**src/sv/svp_pkg.sv**
```systemverilog
// semver string parser package: payload structs, parser state types, character codes
// and the helper functions used by the parser engine
// no dependencies
`default_nettype none

package svp_pkg;

	localparam int COMPONENT_BITS_DEF = 32;
	localparam int OUT_BITS           = 32;

	localparam logic [7:0] CH_PLUS  = 8'h2B;
	localparam logic [7:0] CH_MINUS = 8'h2D;
	localparam logic [7:0] CH_DOT   = 8'h2E;
	localparam logic [7:0] CH_ZERO  = 8'h30;
	localparam logic [7:0] CH_NINE  = 8'h39;
	localparam logic [7:0] CH_UP_A  = 8'h41;
	localparam logic [7:0] CH_UP_V  = 8'h56;
	localparam logic [7:0] CH_UP_Z  = 8'h5A;
	localparam logic [7:0] CH_LOW_A = 8'h61;
	localparam logic [7:0] CH_LOW_V = 8'h76;
	localparam logic [7:0] CH_LOW_Z = 8'h7A;

	localparam logic [3:0] ERR_NONE      = 4'd0;
	localparam logic [3:0] ERR_EMPTY     = 4'd1;
	localparam logic [3:0] ERR_NO_MINOR  = 4'd2;
	localparam logic [3:0] ERR_NO_PATCH  = 4'd3;
	localparam logic [3:0] ERR_NONNUM    = 4'd4;
	localparam logic [3:0] ERR_LZERO     = 4'd5;
	localparam logic [3:0] ERR_OVERFLOW  = 4'd6;
	localparam logic [3:0] ERR_BAD_PRE   = 4'd7;
	localparam logic [3:0] ERR_BAD_BUILD = 4'd8;
	localparam logic [3:0] ERR_TRAILING  = 4'd9;

	// part errors keep the low bits of the matching error codes
	localparam logic [2:0] PERR_NONE     = 3'd0;
	localparam logic [2:0] PERR_NONNUM   = 3'd4;
	localparam logic [2:0] PERR_LZERO    = 3'd5;
	localparam logic [2:0] PERR_OVERFLOW = 3'd6;

	localparam logic [1:0] PART_LIMIT = 2'd3;
	localparam logic [1:0] PEND_MAX   = 2'd2;

	typedef enum logic [2:0] {
		SEC_CORE  = 3'b001,
		SEC_PRE   = 3'b010,
		SEC_BUILD = 3'b100
	} sec_t;

	typedef struct packed {
		logic over;
		logic long_part;
		logic first_zero;
		logic nondigit;
		logic nonempty;
	} pflags_t;

	typedef struct packed {
		logic       closed;
		logic       fail;
		logic [1:0] part;
		logic [1:0] pend;
	} len_t;

	typedef struct packed {
		sec_t       section;
		logic       at_start;
		logic       body_seen;
		logic       pre_seen;
		logic [1:0] part_cnt;
		pflags_t    pf;
		logic [2:0] part_err;
		logic       ident_ne;
		logic [1:0] sec_inv;
		len_t       len;
	} ctl_t;

	typedef struct packed {
		logic [7:0] char_byte;
		logic       has_char;
		logic       last;
	} in_t;

	typedef struct packed {
		logic        ok;
		logic [3:0]  error_code;
		logic [31:0] major_value;
		logic [31:0] minor_value;
		logic [31:0] patch_value;
		logic        has_prerelease;
		logic        has_build;
		logic        from_fallback;
	} out_t;

	function automatic ctl_t ctl_reset();
		ctl_t r;
		r          = '0;
		r.section  = SEC_CORE;
		r.at_start = 1'b1;
		return r;
	endfunction

	function automatic logic is_digit(logic [7:0] c);
		return (c >= CH_ZERO) && (c <= CH_NINE);
	endfunction

	function automatic logic is_ident(logic [7:0] c);
		return is_digit(c) || ((c >= CH_LOW_A) && (c <= CH_LOW_Z)) ||
			((c >= CH_UP_A) && (c <= CH_UP_Z)) || (c == CH_MINUS);
	endfunction

	// close a core part: record its error if it is one of the first three
	function automatic ctl_t finish_part(ctl_t s);
		ctl_t       r;
		logic [2:0] e;
		r = s;
		e = PERR_NONE;
		if (s.part_cnt < PART_LIMIT) begin
			if (!s.pf.nonempty || s.pf.nondigit) begin
				e = PERR_NONNUM;
			end else if (s.pf.first_zero && s.pf.long_part) begin
				e = PERR_LZERO;
			end else if (s.pf.over) begin
				e = PERR_OVERFLOW;
			end
			if ((s.part_err == PERR_NONE) && (e != PERR_NONE)) begin
				r.part_err = e;
			end
		end
		r.pf = '0;
		return r;
	endfunction

	// close a prerelease or build identifier, flag the section if it was empty
	function automatic ctl_t close_ident(ctl_t s);
		ctl_t r;
		r = s;
		if (!s.ident_ne) begin
			if (s.section == SEC_PRE) begin
				r.sec_inv[0] = 1'b1;
			end else begin
				r.sec_inv[1] = 1'b1;
			end
		end
		r.ident_ne = 1'b0;
		return r;
	endfunction

endpackage

`default_nettype wire

```
**src/sv/svp_in_reg.sv**
```systemverilog
// semver string parser input register: holds one accepted request for the engine
// depends on svp_pkg
`default_nettype none

module svp_in_reg
	import svp_pkg::*;
(
	input  wire logic clk,
	input  wire logic arst_n,
	input  wire logic in_valid,
	output logic      in_ready,
	input  wire in_t  in_data,
	input  wire logic take,
	output logic      valid_s1,
	output in_t       item_s1
);

	assign in_ready = !valid_s1 || take;

	always_ff @(posedge clk or negedge arst_n) begin
		if (!arst_n) begin
			valid_s1 <= 1'b0;
		end else if (in_valid && in_ready) begin
			valid_s1 <= 1'b1;
		end else if (take) begin
			valid_s1 <= 1'b0;
		end
	end

	always_ff @(posedge clk) begin
		if (in_valid && in_ready) begin
			item_s1 <= in_data;
		end
	end

endmodule

`default_nettype wire

```
**src/sv/svp_engine.sv**
```systemverilog
// semver string parser engine: parser state, per-character update and end-of-string result
// depends on svp_pkg
`default_nettype none

module svp_engine
	import svp_pkg::*;
#(
	parameter int COMPONENT_BITS = COMPONENT_BITS_DEF
) (
	input  wire logic clk,
	input  wire logic arst_n,
	input  wire logic step,
	input  wire in_t  item,
	input  wire logic lenient,
	output logic      res_valid,
	output out_t      res
);

	localparam int CB = COMPONENT_BITS;
	localparam int W  = COMPONENT_BITS + 4;

	ctl_t            ctl_q, ctl_nx;
	logic [CB-1:0]   strict_q [3];
	logic [CB-1:0]   strict_nx [3];
	logic [CB-1:0]   len_comp_q [3];
	logic [CB-1:0]   len_comp_nx [3];

	logic [7:0]      c;
	logic [3:0]      dig;
	logic [CB-1:0]   s_acc, l_acc;
	logic [W-1:0]    s_sum, l_sum;
	logic            s_ovf, l_ovf;
	logic [1:0]      lp_tgt;

	assign c   = item.char_byte;
	assign dig = c[3:0];

	// operand selection for the two decimal accumulators
	always_comb begin
		if (ctl_q.len.pend == PEND_MAX) begin
			lp_tgt = PART_LIMIT;
		end else if ((ctl_q.len.pend == 2'd1) && (ctl_q.len.part != PART_LIMIT)) begin
			lp_tgt = ctl_q.len.part + 2'd1;
		end else begin
			lp_tgt = ctl_q.len.part;
		end
		unique case (ctl_q.part_cnt)
			2'd0:    s_acc = strict_q[0];
			2'd1:    s_acc = strict_q[1];
			2'd2:    s_acc = strict_q[2];
			default: s_acc = '0;
		endcase
		unique case (lp_tgt)
			2'd0:    l_acc = len_comp_q[0];
			2'd1:    l_acc = len_comp_q[1];
			2'd2:    l_acc = len_comp_q[2];
			default: l_acc = '0;
		endcase
	end

	// acc * 10 + digit, overflow when anything lands above the component width
	assign s_sum = (W'(s_acc) << 3) + (W'(s_acc) << 1) + W'(dig);
	assign l_sum = (W'(l_acc) << 3) + (W'(l_acc) << 1) + W'(dig);
	assign s_ovf = |s_sum[W-1:CB];
	assign l_ovf = |l_sum[W-1:CB];

	always_comb begin
		ctl_t       nx, fin;
		logic       first;
		logic [3:0] err;
		nx          = ctl_q;
		fin         = ctl_q;
		first       = 1'b0;
		err         = ERR_NONE;
		strict_nx   = strict_q;
		len_comp_nx = len_comp_q;
		res         = '0;

		if (item.has_char) begin
			if (nx.at_start && ((c == CH_LOW_V) || (c == CH_UP_V))) begin
				nx.at_start = 1'b0;
			end else begin
				first        = !nx.body_seen;
				nx.at_start  = 1'b0;
				nx.body_seen = 1'b1;

				unique case (nx.section)
					SEC_CORE: begin
						priority if (c == CH_DOT) begin
							nx = finish_part(nx);
							if (nx.part_cnt < PART_LIMIT) begin
								nx.part_cnt = nx.part_cnt + 2'd1;
							end
						end else if (c == CH_MINUS) begin
							nx          = finish_part(nx);
							nx.section  = SEC_PRE;
							nx.pre_seen = 1'b1;
							nx.ident_ne = 1'b0;
						end else if (c == CH_PLUS) begin
							nx          = finish_part(nx);
							nx.section  = SEC_BUILD;
							nx.ident_ne = 1'b0;
						end else begin
							if (!nx.pf.nonempty) begin
								if (c == CH_ZERO) begin
									nx.pf.first_zero = 1'b1;
								end
							end else begin
								nx.pf.long_part = 1'b1;
							end
							nx.pf.nonempty = 1'b1;
							if (!is_digit(c)) begin
								nx.pf.nondigit = 1'b1;
							end else if ((nx.part_cnt < PART_LIMIT) && !nx.pf.over) begin
								if (s_ovf) begin
									nx.pf.over = 1'b1;
								end else begin
									for (int i = 0; i < 3; i++) begin
										if (nx.part_cnt == 2'(i)) begin
											strict_nx[i] = s_sum[CB-1:0];
										end
									end
								end
							end
						end
					end
					SEC_PRE, SEC_BUILD: begin
						priority if ((nx.section == SEC_PRE) && (c == CH_PLUS)) begin
							nx         = close_ident(nx);
							nx.section = SEC_BUILD;
						end else if (c == CH_DOT) begin
							nx = close_ident(nx);
						end else if (is_ident(c)) begin
							nx.ident_ne = 1'b1;
						end else if (nx.section == SEC_PRE) begin
							nx.sec_inv[0] = 1'b1;
						end else begin
							nx.sec_inv[1] = 1'b1;
						end
					end
					default: begin
					end
				endcase

				// prefix digit/dot run for the lenient fallback
				if (!nx.len.closed && !nx.len.fail) begin
					if (first && !is_digit(c)) begin
						nx.len.fail = 1'b1;
					end else if (is_digit(c)) begin
						if ((nx.len.pend == PEND_MAX) && (nx.len.part < 2'd2)) begin
							nx.len.fail = 1'b1;
						end else if ((lp_tgt != PART_LIMIT) && l_ovf) begin
							nx.len.fail = 1'b1;
						end else begin
							nx.len.part = lp_tgt;
							nx.len.pend = '0;
							for (int i = 0; i < 3; i++) begin
								if (lp_tgt == 2'(i)) begin
									len_comp_nx[i] = l_sum[CB-1:0];
								end
							end
						end
					end else if (c == CH_DOT) begin
						if (nx.len.pend < PEND_MAX) begin
							nx.len.pend = nx.len.pend + 2'd1;
						end
					end else begin
						nx.len.closed = 1'b1;
					end
				end
			end
		end

		if (item.last) begin
			fin = nx;
			if (!fin.body_seen) begin
				err = ERR_EMPTY;
			end else begin
				if (fin.section == SEC_CORE) begin
					fin = finish_part(fin);
				end else begin
					fin = close_ident(fin);
				end
				priority if (fin.sec_inv[1]) begin
					err = ERR_BAD_BUILD;
				end else if (fin.sec_inv[0]) begin
					err = ERR_BAD_PRE;
				end else if (fin.part_cnt == 2'd0) begin
					err = ERR_NO_MINOR;
				end else if (fin.part_cnt == 2'd1) begin
					err = ERR_NO_PATCH;
				end else if (fin.part_cnt == PART_LIMIT) begin
					err = ERR_TRAILING;
				end else begin
					err = {1'b0, fin.part_err};
				end
			end
			res.error_code = err;
			if (err == ERR_NONE) begin
				res.ok             = 1'b1;
				res.major_value    = OUT_BITS'(strict_nx[0]);
				res.minor_value    = OUT_BITS'(strict_nx[1]);
				res.patch_value    = OUT_BITS'(strict_nx[2]);
				res.has_prerelease = fin.pre_seen;
				res.has_build      = (fin.section == SEC_BUILD);
			end else if (lenient && fin.body_seen && !fin.len.fail) begin
				res.ok            = 1'b1;
				res.major_value   = OUT_BITS'(len_comp_nx[0]);
				res.minor_value   = OUT_BITS'(len_comp_nx[1]);
				res.patch_value   = OUT_BITS'(len_comp_nx[2]);
				res.from_fallback = 1'b1;
			end
			nx = ctl_reset();
			for (int i = 0; i < 3; i++) begin
				strict_nx[i]   = '0;
				len_comp_nx[i] = '0;
			end
		end
		ctl_nx = nx;
	end

	assign res_valid = step && item.last;

	always_ff @(posedge clk or negedge arst_n) begin
		if (!arst_n) begin
			ctl_q <= ctl_reset();
			for (int i = 0; i < 3; i++) begin
				strict_q[i]   <= '0;
				len_comp_q[i] <= '0;
			end
		end else if (step) begin
			ctl_q      <= ctl_nx;
			strict_q   <= strict_nx;
			len_comp_q <= len_comp_nx;
		end
	end

`ifndef SYNTHESIS
	a_clear_after_result: assert property (@(posedge clk) disable iff (!arst_n)
		res_valid |=> (ctl_q.at_start && !ctl_q.body_seen))
		else $error("parser state not cleared after result");

	a_flags_only_in_core: assert property (@(posedge clk) disable iff (!arst_n)
		(ctl_q.section != SEC_CORE) |-> (ctl_q.pf == '0))
		else $error("part flags left set outside the core");

	a_strict_ok_code: assert property (@(posedge clk) disable iff (!arst_n)
		(res_valid && res.ok && !res.from_fallback) |-> (res.error_code == ERR_NONE))
		else $error("strict result with an error code");

	a_fresh_string: assert property (@(posedge clk) disable iff (!arst_n)
		!ctl_q.body_seen |-> ((ctl_q.section == SEC_CORE) && (ctl_q.part_cnt == 2'd0) &&
			!ctl_q.len.fail))
		else $error("string state advanced without a body character");
`endif

endmodule

`default_nettype wire

```
**src/sv/semver_string_parser.sv**
```systemverilog
// a request with last passes the input register and the engine, then the result register
// throughput: one character request per cycle; a request with last waits while the
// previous result has not been taken
// the rate is set by the combinational state update between input and result registers
// reset: arst_n clears all parser state, empties both registers, sets lenient_q to 1
// top level of the semver string parser; depends on svp_pkg, svp_in_reg, svp_engine
`default_nettype none

module semver_string_parser
	import svp_pkg::*;
#(
	parameter int COMPONENT_BITS = COMPONENT_BITS_DEF
) (
	input  wire logic clk,
	input  wire logic arst_n,
	input  wire logic in_valid,
	output logic      in_ready,
	input  wire in_t  in_data,
	output logic      out_valid,
	input  wire logic out_ready,
	output out_t      out_data,
	input  wire logic cfg_valid,
	output logic      cfg_ready,
	input  wire logic cfg_data
);

	logic lenient_q;
	logic valid_s1;
	in_t  item_s1;
	logic take;
	logic res_valid;
	out_t res;
	logic out_valid_q;
	out_t out_data_q;

	assign cfg_ready = 1'b1;

	always_ff @(posedge clk or negedge arst_n) begin
		if (!arst_n) begin
			lenient_q <= 1'b1;
		end else if (cfg_valid && cfg_ready) begin
			lenient_q <= cfg_data;
		end
	end

	// a request with last waits while an earlier result is still pending
	assign take = valid_s1 && (!item_s1.last || !out_valid_q || out_ready);

	svp_in_reg u_in_reg (
		.clk      (clk),
		.arst_n   (arst_n),
		.in_valid (in_valid),
		.in_ready (in_ready),
		.in_data  (in_data),
		.take     (take),
		.valid_s1 (valid_s1),
		.item_s1  (item_s1)
	);

	svp_engine #(
		.COMPONENT_BITS (COMPONENT_BITS)
	) u_engine (
		.clk       (clk),
		.arst_n    (arst_n),
		.step      (take),
		.item      (item_s1),
		.lenient   (lenient_q),
		.res_valid (res_valid),
		.res       (res)
	);

	always_ff @(posedge clk or negedge arst_n) begin
		if (!arst_n) begin
			out_valid_q <= 1'b0;
		end else if (res_valid) begin
			out_valid_q <= 1'b1;
		end else if (out_ready) begin
			out_valid_q <= 1'b0;
		end
	end

	always_ff @(posedge clk) begin
		if (res_valid) begin
			out_data_q <= res;
		end
	end

	assign out_valid = out_valid_q;
	assign out_data  = out_data_q;

`ifndef SYNTHESIS
	a_no_result_overwrite: assert property (@(posedge clk) disable iff (!arst_n)
		res_valid |-> (!out_valid_q || out_ready))
		else $error("result register overwritten before it was taken");

	a_result_lands: assert property (@(posedge clk) disable iff (!arst_n)
		res_valid |=> out_valid_q)
		else $error("result not presented after the end of a string");

	a_held_item_stable: assert property (@(posedge clk) disable iff (!arst_n)
		(valid_s1 && !take) |=> (valid_s1 && $stable(item_s1)))
		else $error("held input request lost or changed");
`endif

endmodule

`default_nettype wire
```
**config.mk**
```make
export PLATFORM = sky130hd
export DESIGN_NAME = semver_string_parser
export DESIGN_NICKNAME = d
export VERILOG_FILES = /design/src/sv/svp_pkg.sv /design/src/sv/svp_in_reg.sv /design/src/sv/svp_engine.sv /design/src/sv/semver_string_parser.sv
export SDC_FILE = /design/constraint.sdc
export NUM_CORES = 1
export LEC_CHECK = 0
export ABC_AREA = 1
export BUFFER_PORTS_ARGS = -buffer_cell sky130_fd_sc_hd__buf_2
export CORE_UTILIZATION = 35
export CTS_CLUSTER_SIZE = 28
export DETAILED_ROUTE_END_ITERATION = 10
export GPL_ROUTABILITY_DRIVEN = 0
export GPL_TIMING_DRIVEN = 0
export PLACE_DENSITY_LB_ADDON = 0.08
export SYNTH_ARGS = -nofsm -noshare
export SYNTH_HDL_FRONTEND = slang
export SYNTH_SLANG_ARGS = --single-unit
```
**constraint.sdc**
```tcl
create_clock -name clk -period 5.1 [get_ports clk]
set_clock_uncertainty 0.15 [all_clocks]
set_input_delay 1.275 -clock clk [delete_from_list [all_inputs] [get_ports clk]]
set_output_delay 1.275 -clock clk [all_outputs]
set_load 0.01 [all_outputs]
```
# ---- Yosys cells after proc, flatten, opt, wreduce, memory -nomap -nowiden
# Cells that the tools add are included.
# W data, S select, Z words.
dict set report word_totals {
  regBits 334
  in_bits 16
  output_inout_bits 107
}
dict set report op_classes {
  addsub 7
  magnitude_cmp 10
  eq_ne 23
  muxes 127
  n_bitwise 1
  n_reduce_logical 59
}
# operator n
set op_table {}
lappend op_table {{$mux W96} 20}
lappend op_table {{$mux W25} 11}
lappend op_table {{$mux W32} 6}
lappend op_table {{$pmux W32 S3} 2}
lappend op_table {{$mux W3} 37}
lappend op_table {{$add A35 B33 Y36} 2}
lappend op_table {{$add A36 B4 Y36} 2}
lappend op_table {{$pmux W25 S2} 1}
lappend op_table {{$mux W4} 10}
lappend op_table {{$eq A8 B6 Y1 const B} 4}
lappend op_table {{$mux W1} 25}
lappend op_table {{$logic_and A1 B1 Y1} 22}
lappend op_table {{$mux W21} 1}
lappend op_table {{$mux W2} 9}
lappend op_table {{$mux W17} 1}
lappend op_table {{$eq A8 B7 Y1 const B} 2}
lappend op_table {{$ge A8 B7 Y1 const B} 2}
lappend op_table {{$le A8 B7 Y1 const B} 2}
lappend op_table {{$mux W12} 1}
lappend op_table {{$reduce_bool A3 Y1} 4}
lappend op_table {{$logic_not A1 Y1} 11}
lappend op_table {{$eq A2 B2 Y1 const B} 5}
lappend op_table {{$logic_or A1 B1 Y1} 9}
lappend op_table {{$eq A2 B1 Y1 const B} 4}
lappend op_table {{19 further kinds} 34}

# ---- Logic depth before layout (Yosys ltp)
# Gate-level depths: netlist of run 1.
dict set report depth {
  ltp_word 52
  ltp_mapped 35
  ltp_nobuf 33
}

# ---- Cells and area by module
# From an unflattened synthesis of run 1, not the netlist that was laid out.
dict set report hier_totals {
  hier_cells 3151
  hier_area_um2 22884.4
}
# mod n_inst cells_per_inst area_each_um2 seq_area_each_um2
set by_module_without_submodules {}
lappend by_module_without_submodules {svp_engine 1 3018 19314.8 5432.7}
lappend by_module_without_submodules {semver_string_parser 1 117 3224.3 3174.3}
lappend by_module_without_submodules {svp_in_reg 1 16 345.3 325.3}

# ---- Worst setup path before layout of run 1
# Ideal clock, no wire load.
dict set report synth_path {
  path_kind {reg-to-reg}
  startpoint {register u_engine.ctl_q[2] in the netlist's numbering}
  endpoint {register out_data_q (netlist bit out_data[35]) (data pin)}
  arrival_ps 4667
  t_required_ps 4697
  path_slack_ps 30
  path_stages_with_launch 32
  path_buffers 2
  path_cell_list {dfrtp_1 ha_1 inv_1 nand2_1 o211ai_1 inv_1 nand2_1 clkbuf_1 o221ai_1 ha_1 ha_1 inv_1 fa_1 nand3b_1 nand2_1 nand2_1 o211ai_1 a21o_1 nand2_1 nand2_1 nand3_1 nand2_1 nand3b_1 nand2_1 nand2_1 nor3_2 inv_1 clkbuf_1 o21ai_0 inv_1 nand3_1 nand2_1}
}
dict set report synth_between {
  elab_chain_len 26
}
# item line_no
set synth_lines {}
lappend synth_lines {{from (decl)} svp_engine.sv:22} ;# ctl_t ctl_q, ctl_nx;
lappend synth_lines {{from (signal assigned)} svp_engine.sv:226} ;# ctl_q <= ctl_reset();
lappend synth_lines {{from (signal assigned)} svp_engine.sv:232} ;# ctl_q <= ctl_nx;
lappend synth_lines {{branches (longest 24 deep; another with $add A35 B33 Y36)} --}
lappend synth_lines {{$mux W96 *} svp_engine.sv:206} ;# end else if (lenient && fin.body_seen && !fin.len.fail) begin
lappend synth_lines {{$mux W96 *} svp_engine.sv:199} ;# if (err == ERR_NONE) begin
lappend synth_lines {{to (signal assigned)} semver_string_parser.sv:84} ;# out_data_q <= res;
lappend synth_lines {{to (decl)} semver_string_parser.sv:34} ;# out_t out_data_q;
# Mark *: on every way between the ends. The select of a mux whose other input is x is not followed.
# A chain may end at the register's enable or synchronous reset.

# ---- Final worst setup path of run 1
dict set report layout_path {
  startpoint {register u_engine.ctl_q[2] in the netlist's numbering}
  endpoint {register out_data_q (netlist bit out_data[22]) (data pin)}
}
dict set report layout_between {
  elab_chain_len 26
}
# item line_no
set layout_lines {}
lappend layout_lines {{branches (longest 24 deep; another with $add A35 B33 Y36)} --}
lappend layout_lines {{$mux W96 *} svp_engine.sv:206}
lappend layout_lines {{$mux W96 *} svp_engine.sv:199}
# Marked as above.

==> out/metrics.yaml, run 1 <==
status:
  status: "finished, violations left"
  violations: "negative setup slack"
clock_network:
  clock-sinks: 334
  cts.path.max_buffers: 3
  cts_tree: "built"
  insertion_delay_ns: 0.59
  cts-root-buf: "clkbuf_16"
  hold_buffers: 0
  htree_levels: 2
  cts_made_buffers: 42
  clk_pin_slew_worst_paths_ns: 0.06
synthesis:
  yosysSeqAreaShare_pct: 40.8
  synthArstFlopShare_pct: 65.9
  ys_top_cells_by_area: "dfrtp_1 (25%), edfxtp_1 (16%), nand2_1 (14%)"
  ys_types: 55
  ys_seq_elements: 334
  syn_nets: 3022
  synth_ff_type: "dfrtp_1"
  ys_warn_count: 0
  avgSynthCellArea_um2: 7.62
  synth_top_cell_by_area: "dfrtp_1"
  synth-edff-count: 114
  syn_inst: 2874
  synth_area_um2: 21900
  synth_top_area_share_pct: 24.8
worst_setup_path:
  crit_end: "out_data[22]"
  worstPathRequired_ns: 5.39
  crit_top_cell: "nand2_2"
  r2r_start: "u_engine.ctl_q[2]"
  slowest_delay_ns: 0.42
  cp-startpoint: "u_engine.ctl_q[2]"
  reg2reg_to: "out_data[22]"
  slowest_stage: "dfrtp_1"
  end_kind: "flip-flop"
  critPathMaxFanout: 6
  r2r_slack_ns: -0.28
  worstSetupPathType: "reg2reg"
  crit_arrival_ns: 5.67
  worst-r2r-cell-count: 34
  critPathLaunchType: "flip-flop"
sta:
  grt_setup_unrepaired: "yes"
  clock.fmax_ghz: 0.186
  period_minus_slack_ns: 5.38
  setup_viol: 149
  relSlewSlack_pct: 12.4
  tightest_slew_ns: 1.31
  slew_violations: 0
  finalHoldViolations: 0
  setup_slack_ns: -0.281
  finalCritPeriodShare_pct: 106
power_and_ir_drop:
  power_frac_seq_pct: 38.1
  ir_drop_uv: 205
  p_comb_share_pct: 22.6
  p_int_mw: 5.26
  switching_share_pct: 31.3
  p_switching_mw: 2.40
  p_leak_nw: 13.6
  p_clk_share_pct: 39.3
  p_per_area_nw_per_um2: 248
floorplan:
  fp.dieArea_um2: 63600
  coreArea_um2: 61800
  start_util_pct: 35.4
  die_x_um: 252
  fp.dieH_um: 252
  row_count: 91
  ios: 123
final_layout:
  stdcell_count: 4059
  area_growth_pct: 41.0
  layout-drive-gt1-share_pct: 29.9
  fillers: 5768
  nets: 3337
  antenna_cells: 0
  final_area_um2: 30900
placement:
  hpwl_um: 69700
  dp.cells: 3835
  portBuffers: 121
  placed_area_um2: 23700
detailed_routing:
  wl_um: 95400
  remaining_drc_errors: 0
  ant_nets: 0
  first_pass_iters: 5
  vias: 22428
  routedWlPerCell_um: 23.5
  post_drt_via_cell_ratio: 5.53
  drt_iter0_drc: 1968
global_routing:
  grt_pass1_wl_um: 135000
  grt_max_degree: 109
  grt_usage_pct: 28.6
  antenna_found_initial: 2
  grt.overflow.total: 0
  grt_pass1_vias: 21359
run:
  max-cap-violations: 0
hold_path:
  min_path_type: "reg2reg"
-- layout by cell type, fill, tap and decap left out, types with 68 or more instances in the layout --
cell type and count:
buf_2 128, nor2_1 103, clkbuf_1 68, buf_4 104, inv_1 341, o21ai_1 74, nand2_1 624, dfrtp_1 215
nand2_2 103, o21ai_0 191, ha_1 97, nand4_1 102, edfxtp_1 114
-- power groups by stage --
stage	registers [mW]	clock network, mW	logic, mW
global route	2.92	3.13	1.80
finish	2.92	3.01	1.73
floorplan	2.97	0	0.554
CTS	2.91	3.03	1.55
global placement	2.97	0	0.956
detailed placement	2.96	0	0.974
-- worst min path at each step --
stage / startpoint / endpoint / slack [ns] / cells after the start
2_1_floorplan: u_engine.ctl_q[21] / u_engine.ctl_q[21] / 0.29 / 2
3_3_place_gp: u_engine.ctl_q[5] / u_engine.ctl_q[5] / 0.32 / 2
3_5_place_dp: u_engine.ctl_q[21] / u_engine.ctl_q[21] / 0.32 / 2
4_1_cts: u_engine.ctl_q[21] / u_engine.ctl_q[21] / 0.33 / 2
5_1_grt: u_engine.ctl_q[21] / u_engine.ctl_q[21] / 0.35 / 2
6_report: u_engine.ctl_q[21] / u_engine.ctl_q[21] / 0.33 / 2
-- sequential cells by signal, indices dropped and copies added, names as in the netlist --
register             cells
lenient_q                1
out_data               104
out_valid                1
u_engine.ctl_q          25
u_engine.len_comp_q     96
u_engine.strict_q       96
u_in_reg.item_s1        10
u_in_reg.valid_s1        1
-- final cells by class --
type	instances	area [um2]	share of cell area [%]
multi-input combinational	2017	14500	47.0
sequential	334	8930	28.9
inverter	378	1460	4.73
timing repair buffer	272	2390	7.73
clock buffer	55	1150	3.73
clock inverter	22	195	0.632
tap	837	1050	3.39
buffer	144	1190	3.85
-- metal layers --
metal  global-route usage [%]  up-vias  wire length, um
li1                         -    10369                -
met1                     38.6    10935            40600
met2                     47.1      916            44400
met3                     3.88      208             6180
met4                     9.73        0             4210
met5                        0        -                0
-- cells in the mapped netlist, types with 4 or more instances --
master,n
o21bai_1,10
o22ai_1,49
nor2_1,119
nand3_1,142
buf_1,9
a211oi_1,4
buf_4,6
clkinv_1,6
xnor2_1,37
buf_6,4
o31ai_1,4
a21oi_1,78
o211ai_1,7
a22o_1,19
a31oi_1,9
o221ai_1,62
inv_1,359
nand4_1,102
nor3_1,12
clkbuf_1,106
nor2_2,4
buf_2,20
ha_1,129
xor2_1,21
nand2_1,790
inv_2,13
edfxtp_1,114
o21ai_0,338
dfrtp_1,217
o21ai_1,26
nor4_1,8
a21o_1,10
-- stage by stage --
stage / hold slack (ns) / setup slack [ns] / utilization [%] / setup TNS (ns) / total power [mW]
finish: 0.335 / -0.281 / 50.0 / -22.72 / 7.66
global route: 0.347 / -0.500 / 50.0 / -64.99 / 7.86
CTS: 0.333 / -0.223 / 45.6 / -13.48 / 7.50
detailed placement: 0.318 / -2.79 / 38.3 / -573.02 / 3.93
global placement: 0.318 / -2.76 / 38.1 / -1060.44 / 3.92
floorplan: 0.292 / 0.0299 / - / 0 / 3.52
-- worst max-delay path, delay by kind of cell, from the launching register on --
kind | cells | cell delay [ns]
simple gates | 18 | 1.76
buf+inv | 8 | 1.10
compound gates | 5 | 0.97
fa+ha+maj | 3 | 0.80
flops | 1 | 0.42
-- repair_timing --
action / CTS / global route
pin swaps: 80 / 106
gates cloned: 9 / 13
endpoints found under the setup margin: 301 / 232
setup buffers: 98 / 34
resized for setup: 559 / 560
-- logic make-up (layout without fill, tap and decap cells) --
kind of cell	count (synthesis)	in the layout	share of synthesized area, %
DFF	334	334	40.8
and+or+nand+nor	1199	1199	23.2
muxes	1	1	0.0514
AOI/OAI and AO/OA	626	626	16.7
buffers and inverters	523	871	9.32
xor gates and xnor gates	58	58	2.32
adders and majority gates	132	132	7.64
other	1	1	0.0171
(Power assumes the default switching activity.)
==> inputs of run 2 (changes only) <==
--- a/config.mk
+++ b/config.mk
@@ -5,7 +5,6 @@
 export SDC_FILE = /design/constraint.sdc
 export NUM_CORES = 1
 export LEC_CHECK = 0
-export ABC_AREA = 1
 export BUFFER_PORTS_ARGS = -buffer_cell sky130_fd_sc_hd__buf_2
 export CORE_UTILIZATION = 35
 export CTS_CLUSTER_SIZE = 28
==> run 2 against run 1 <==
  * The run ends with design-rule violations, max-capacitance violations, max-slew violations, negative setup slack left
  * Total power decreased by 12%
  * First-iteration DRC count fell by 22%
  * Non-clock buffer count fell by 25
  * Die area is 2.8% lower
  * Fmax is 14% lower
  * Critical path depth down 11
  * Worst hold slack gained 0.012 ns
  * Clock power barely moved
  * Critical endpoint is now out_data[64]
==> out/metrics.yaml, run 2 <==
sta:
  grt_setup_unrepaired: "yes"
  setup_slack_ns: -1.19
  tightest_slew_ns: 1.51
  clock.fmax_ghz: 0.159
  setup_viol: 199
  setup_tns_ns: -200.86
  slew_violations: 8
  hold-worst-slack_ns: 0.347
  finalCritPeriodShare_pct: 123
  finalHoldViolations: 0
  relSlewSlack_pct: -1.09
  period_minus_slack_ns: 6.29
clock_network:
  cts_tree: "built"
  cts_made_buffers: 41
  clk_pin_slew_worst_paths_ns: 0.06
  cts-root-buf: "clkbuf_16"
  hold_buffers: 0
  htree_levels: 2
  cts.path.max_buffers: 3
  insertion_delay_ns: 0.59
  clock-sinks: 334
synthesis:
  ys_top_cells_by_area: "dfrtp_1 (25%), edfxtp_1 (16%), mux2i_1 (12%)"
  ys_seq_elements: 334
  ys_types: 90
  synthArstFlopShare_pct: 65.9
  synth_top_cell_by_area: "dfrtp_1"
  syn_nets: 2285
  ys_warn_count: 0
  syn_inst: 2137
  synth_top_area_share_pct: 25.5
  synth_area_um2: 21300
  avgSynthCellArea_um2: 9.97
  yosysMostFrequentCell: "mux2i_1"
  synthTopCellsByCount: "mux2i_1 (249), nand2_1 (236), dfrtp_1 (217)"
  synth-edff-count: 114
  synth_ff_type: "dfrtp_1"
  yosysSeqAreaShare_pct: 41.9
detailed_routing:
  first_pass_iters: 8
  vias: 19185
  post_drt_via_cell_ratio: 5.91
  drt_iter0_drc: 1541
  ant_nets: 0
  wl_um: 86300
  remaining_drc_errors: 1
  routedWlPerCell_um: 26.6
power_and_ir_drop:
  ir_drop_uv: 229
  p_leak_nw: 11.5
  switching_share_pct: 26.7
  p_per_area_nw_per_um2: 227
  p_clk_share_pct: 44.8
  p_comb_share_pct: 12.5
  p_switching_mw: 1.80
  finalPower_mw: 6.72
  power_frac_seq_pct: 42.7
  p_int_mw: 4.93
final_layout:
  largest_reg_flops: 104
  stdcell_count: 3246
  layout_commonest_cell: "nand2_1"
  fin_util_pct: 49.1
  antenna_cells: 0
  area_growth_pct: 39.0
  layout-drive-gt1-share_pct: 31.7
  layout_common_cells: "nand2_1 (230), dfrtp_1 (217), buf_2 (138)"
  final_area_um2: 29600
  nets: 2579
floorplan:
  ios: 123
  fp.dieArea_um2: 61800
  die_x_um: 249
  fp.dieH_um: 249
  row_count: 90
  coreArea_um2: 60200
  start_util_pct: 35.3
worst_setup_path:
  cp-startpoint: "u_engine.ctl_q[1]"
  critPathLaunchType: "flip-flop"
  end_kind: "flip-flop"
  crit_arrival_ns: 6.45
  r2r_slack_ns: -1.19
  r2r_start: "u_engine.ctl_q[1]"
  worstPathRequired_ns: 5.26
  worst-r2r-cell-count: 23
  critPathMaxFanout: 8
  reg2reg_to: "out_data[64]"
  crit_end: "out_data[64]"
  worstSetupPathType: "reg2reg"
placement:
  dp_slack_ns: -2.94
  hpwl_um: 62000
  placed_area_um2: 23300
  portBuffers: 121
  dp.cells: 3043
global_routing:
  grt_pass1_vias: 18803
  grt.overflow.total: 0
  grt_pass1_wl_um: 125000
  grt_usage_pct: 27.1
  grt_max_degree: 108
  antenna_found_initial: 3
hold_path:
  min_path_type: "reg2reg"
status:
  status: "finished, violations left"
  violations: "design-rule violations, max-capacitance violations, max-slew violations, negative setup slack"
run:
  max-cap-violations: 1
[run 2: cell count changes after synthesis, sizes merged, moves of 51 or more]
cell / delta
nand2: -556
inv: -336
mux2i: +249
o21ai: -141
nand3: -120
nand4: -76
a22o: +68
o221ai: -60
o22ai: +51
[run 2: power by group through the flow]
stage	combinational [mW]	clock [mW]	sequential (mW)
after floorplan	0.334	0	2.93
after global placement	0.585	0	2.93
after detailed placement	0.598	0	2.92
after CTS	0.779	3.07	2.87
after global routing	0.880	3.16	2.88
final	0.839	3.01	2.87
[run 2: cell type report]
class	count	area (um2)
buffer	119	1270
clock buffer	56	1180
clock inverter	20	184
fill	5495	30600
inverter	37	139
multi-input combinational	1626	14500
sequential	334	8930
tap	782	978
timing repair buffer	272	2420
[run 2: what timing repair did]
item	in CTS	in global routing
gates resized for setup	587	232
buffers inserted	82	48
cloned	18	9
pin swaps	122	83
endpoints found under the setup margin	300	297
[run 2: how the worst min path moves through the flow]
stage / end / from / cells past startpoint
6_report: u_engine.ctl_q[19] / u_engine.ctl_q[19] / 2
5_1_grt: u_engine.ctl_q[19] / u_engine.ctl_q[19] / 2
4_1_cts: u_engine.ctl_q[19] / u_engine.ctl_q[19] / 2
3_5_place_dp: u_engine.ctl_q[19] / u_engine.ctl_q[19] / 2
3_3_place_gp: u_engine.ctl_q[19] / u_engine.ctl_q[19] / 2
2_1_floorplan: u_engine.ctl_q[6] / u_engine.ctl_q[6] / 2
[run 2: logic make-up after synthesis]
kind of cell | Yosys count | synth area share (%)
AO/OA/AOI/OAI | 660 | 20.1
AND/OR/NAND/NOR | 492 | 10.9
flip-flops | 334 | 41.9
multiplexers | 254 | 12.0
buffers and inverters | 177 | 3.55
adder cells (fa/ha/maj) | 132 | 7.86
XOR/XNOR | 87 | 3.58
other | 1 | 0.0176
[run 2: layer usage]
layer / up-vias / wire, um / global-route usage (%)
met1: 9819 / 38700 / 38.4
met3: 96 / 5050 / 3.51
met2: 615 / 40800 / 44.1
met5: - / 0 / 0
li1: 8655 / - / -
met4: 0 / 1690 / 6.10
[run 2: worst max-delay path, cell delays in order (launching register included)]
cell       delay [ns]
dfrtp_1          0.39
inv_2            0.09
ha_4             0.13
nor2b_4          0.20
xnor2_2          0.16
and2_4           0.19
buf_12           0.14
mux2i_2          0.22
o21a_1           0.19
fa_1             0.48
fa_2             0.41
nand2b_4         0.16
a211oi_4         0.37
o21ai_2          0.11
o2111ai_2        0.30
nand4_1          0.21
mux2_4           0.38
or4b_4           0.62
nor3_4           0.25
buf_12           0.18
buf_6            0.11
buf_12           0.12
mux2i_4          0.30
o22ai_4          0.12
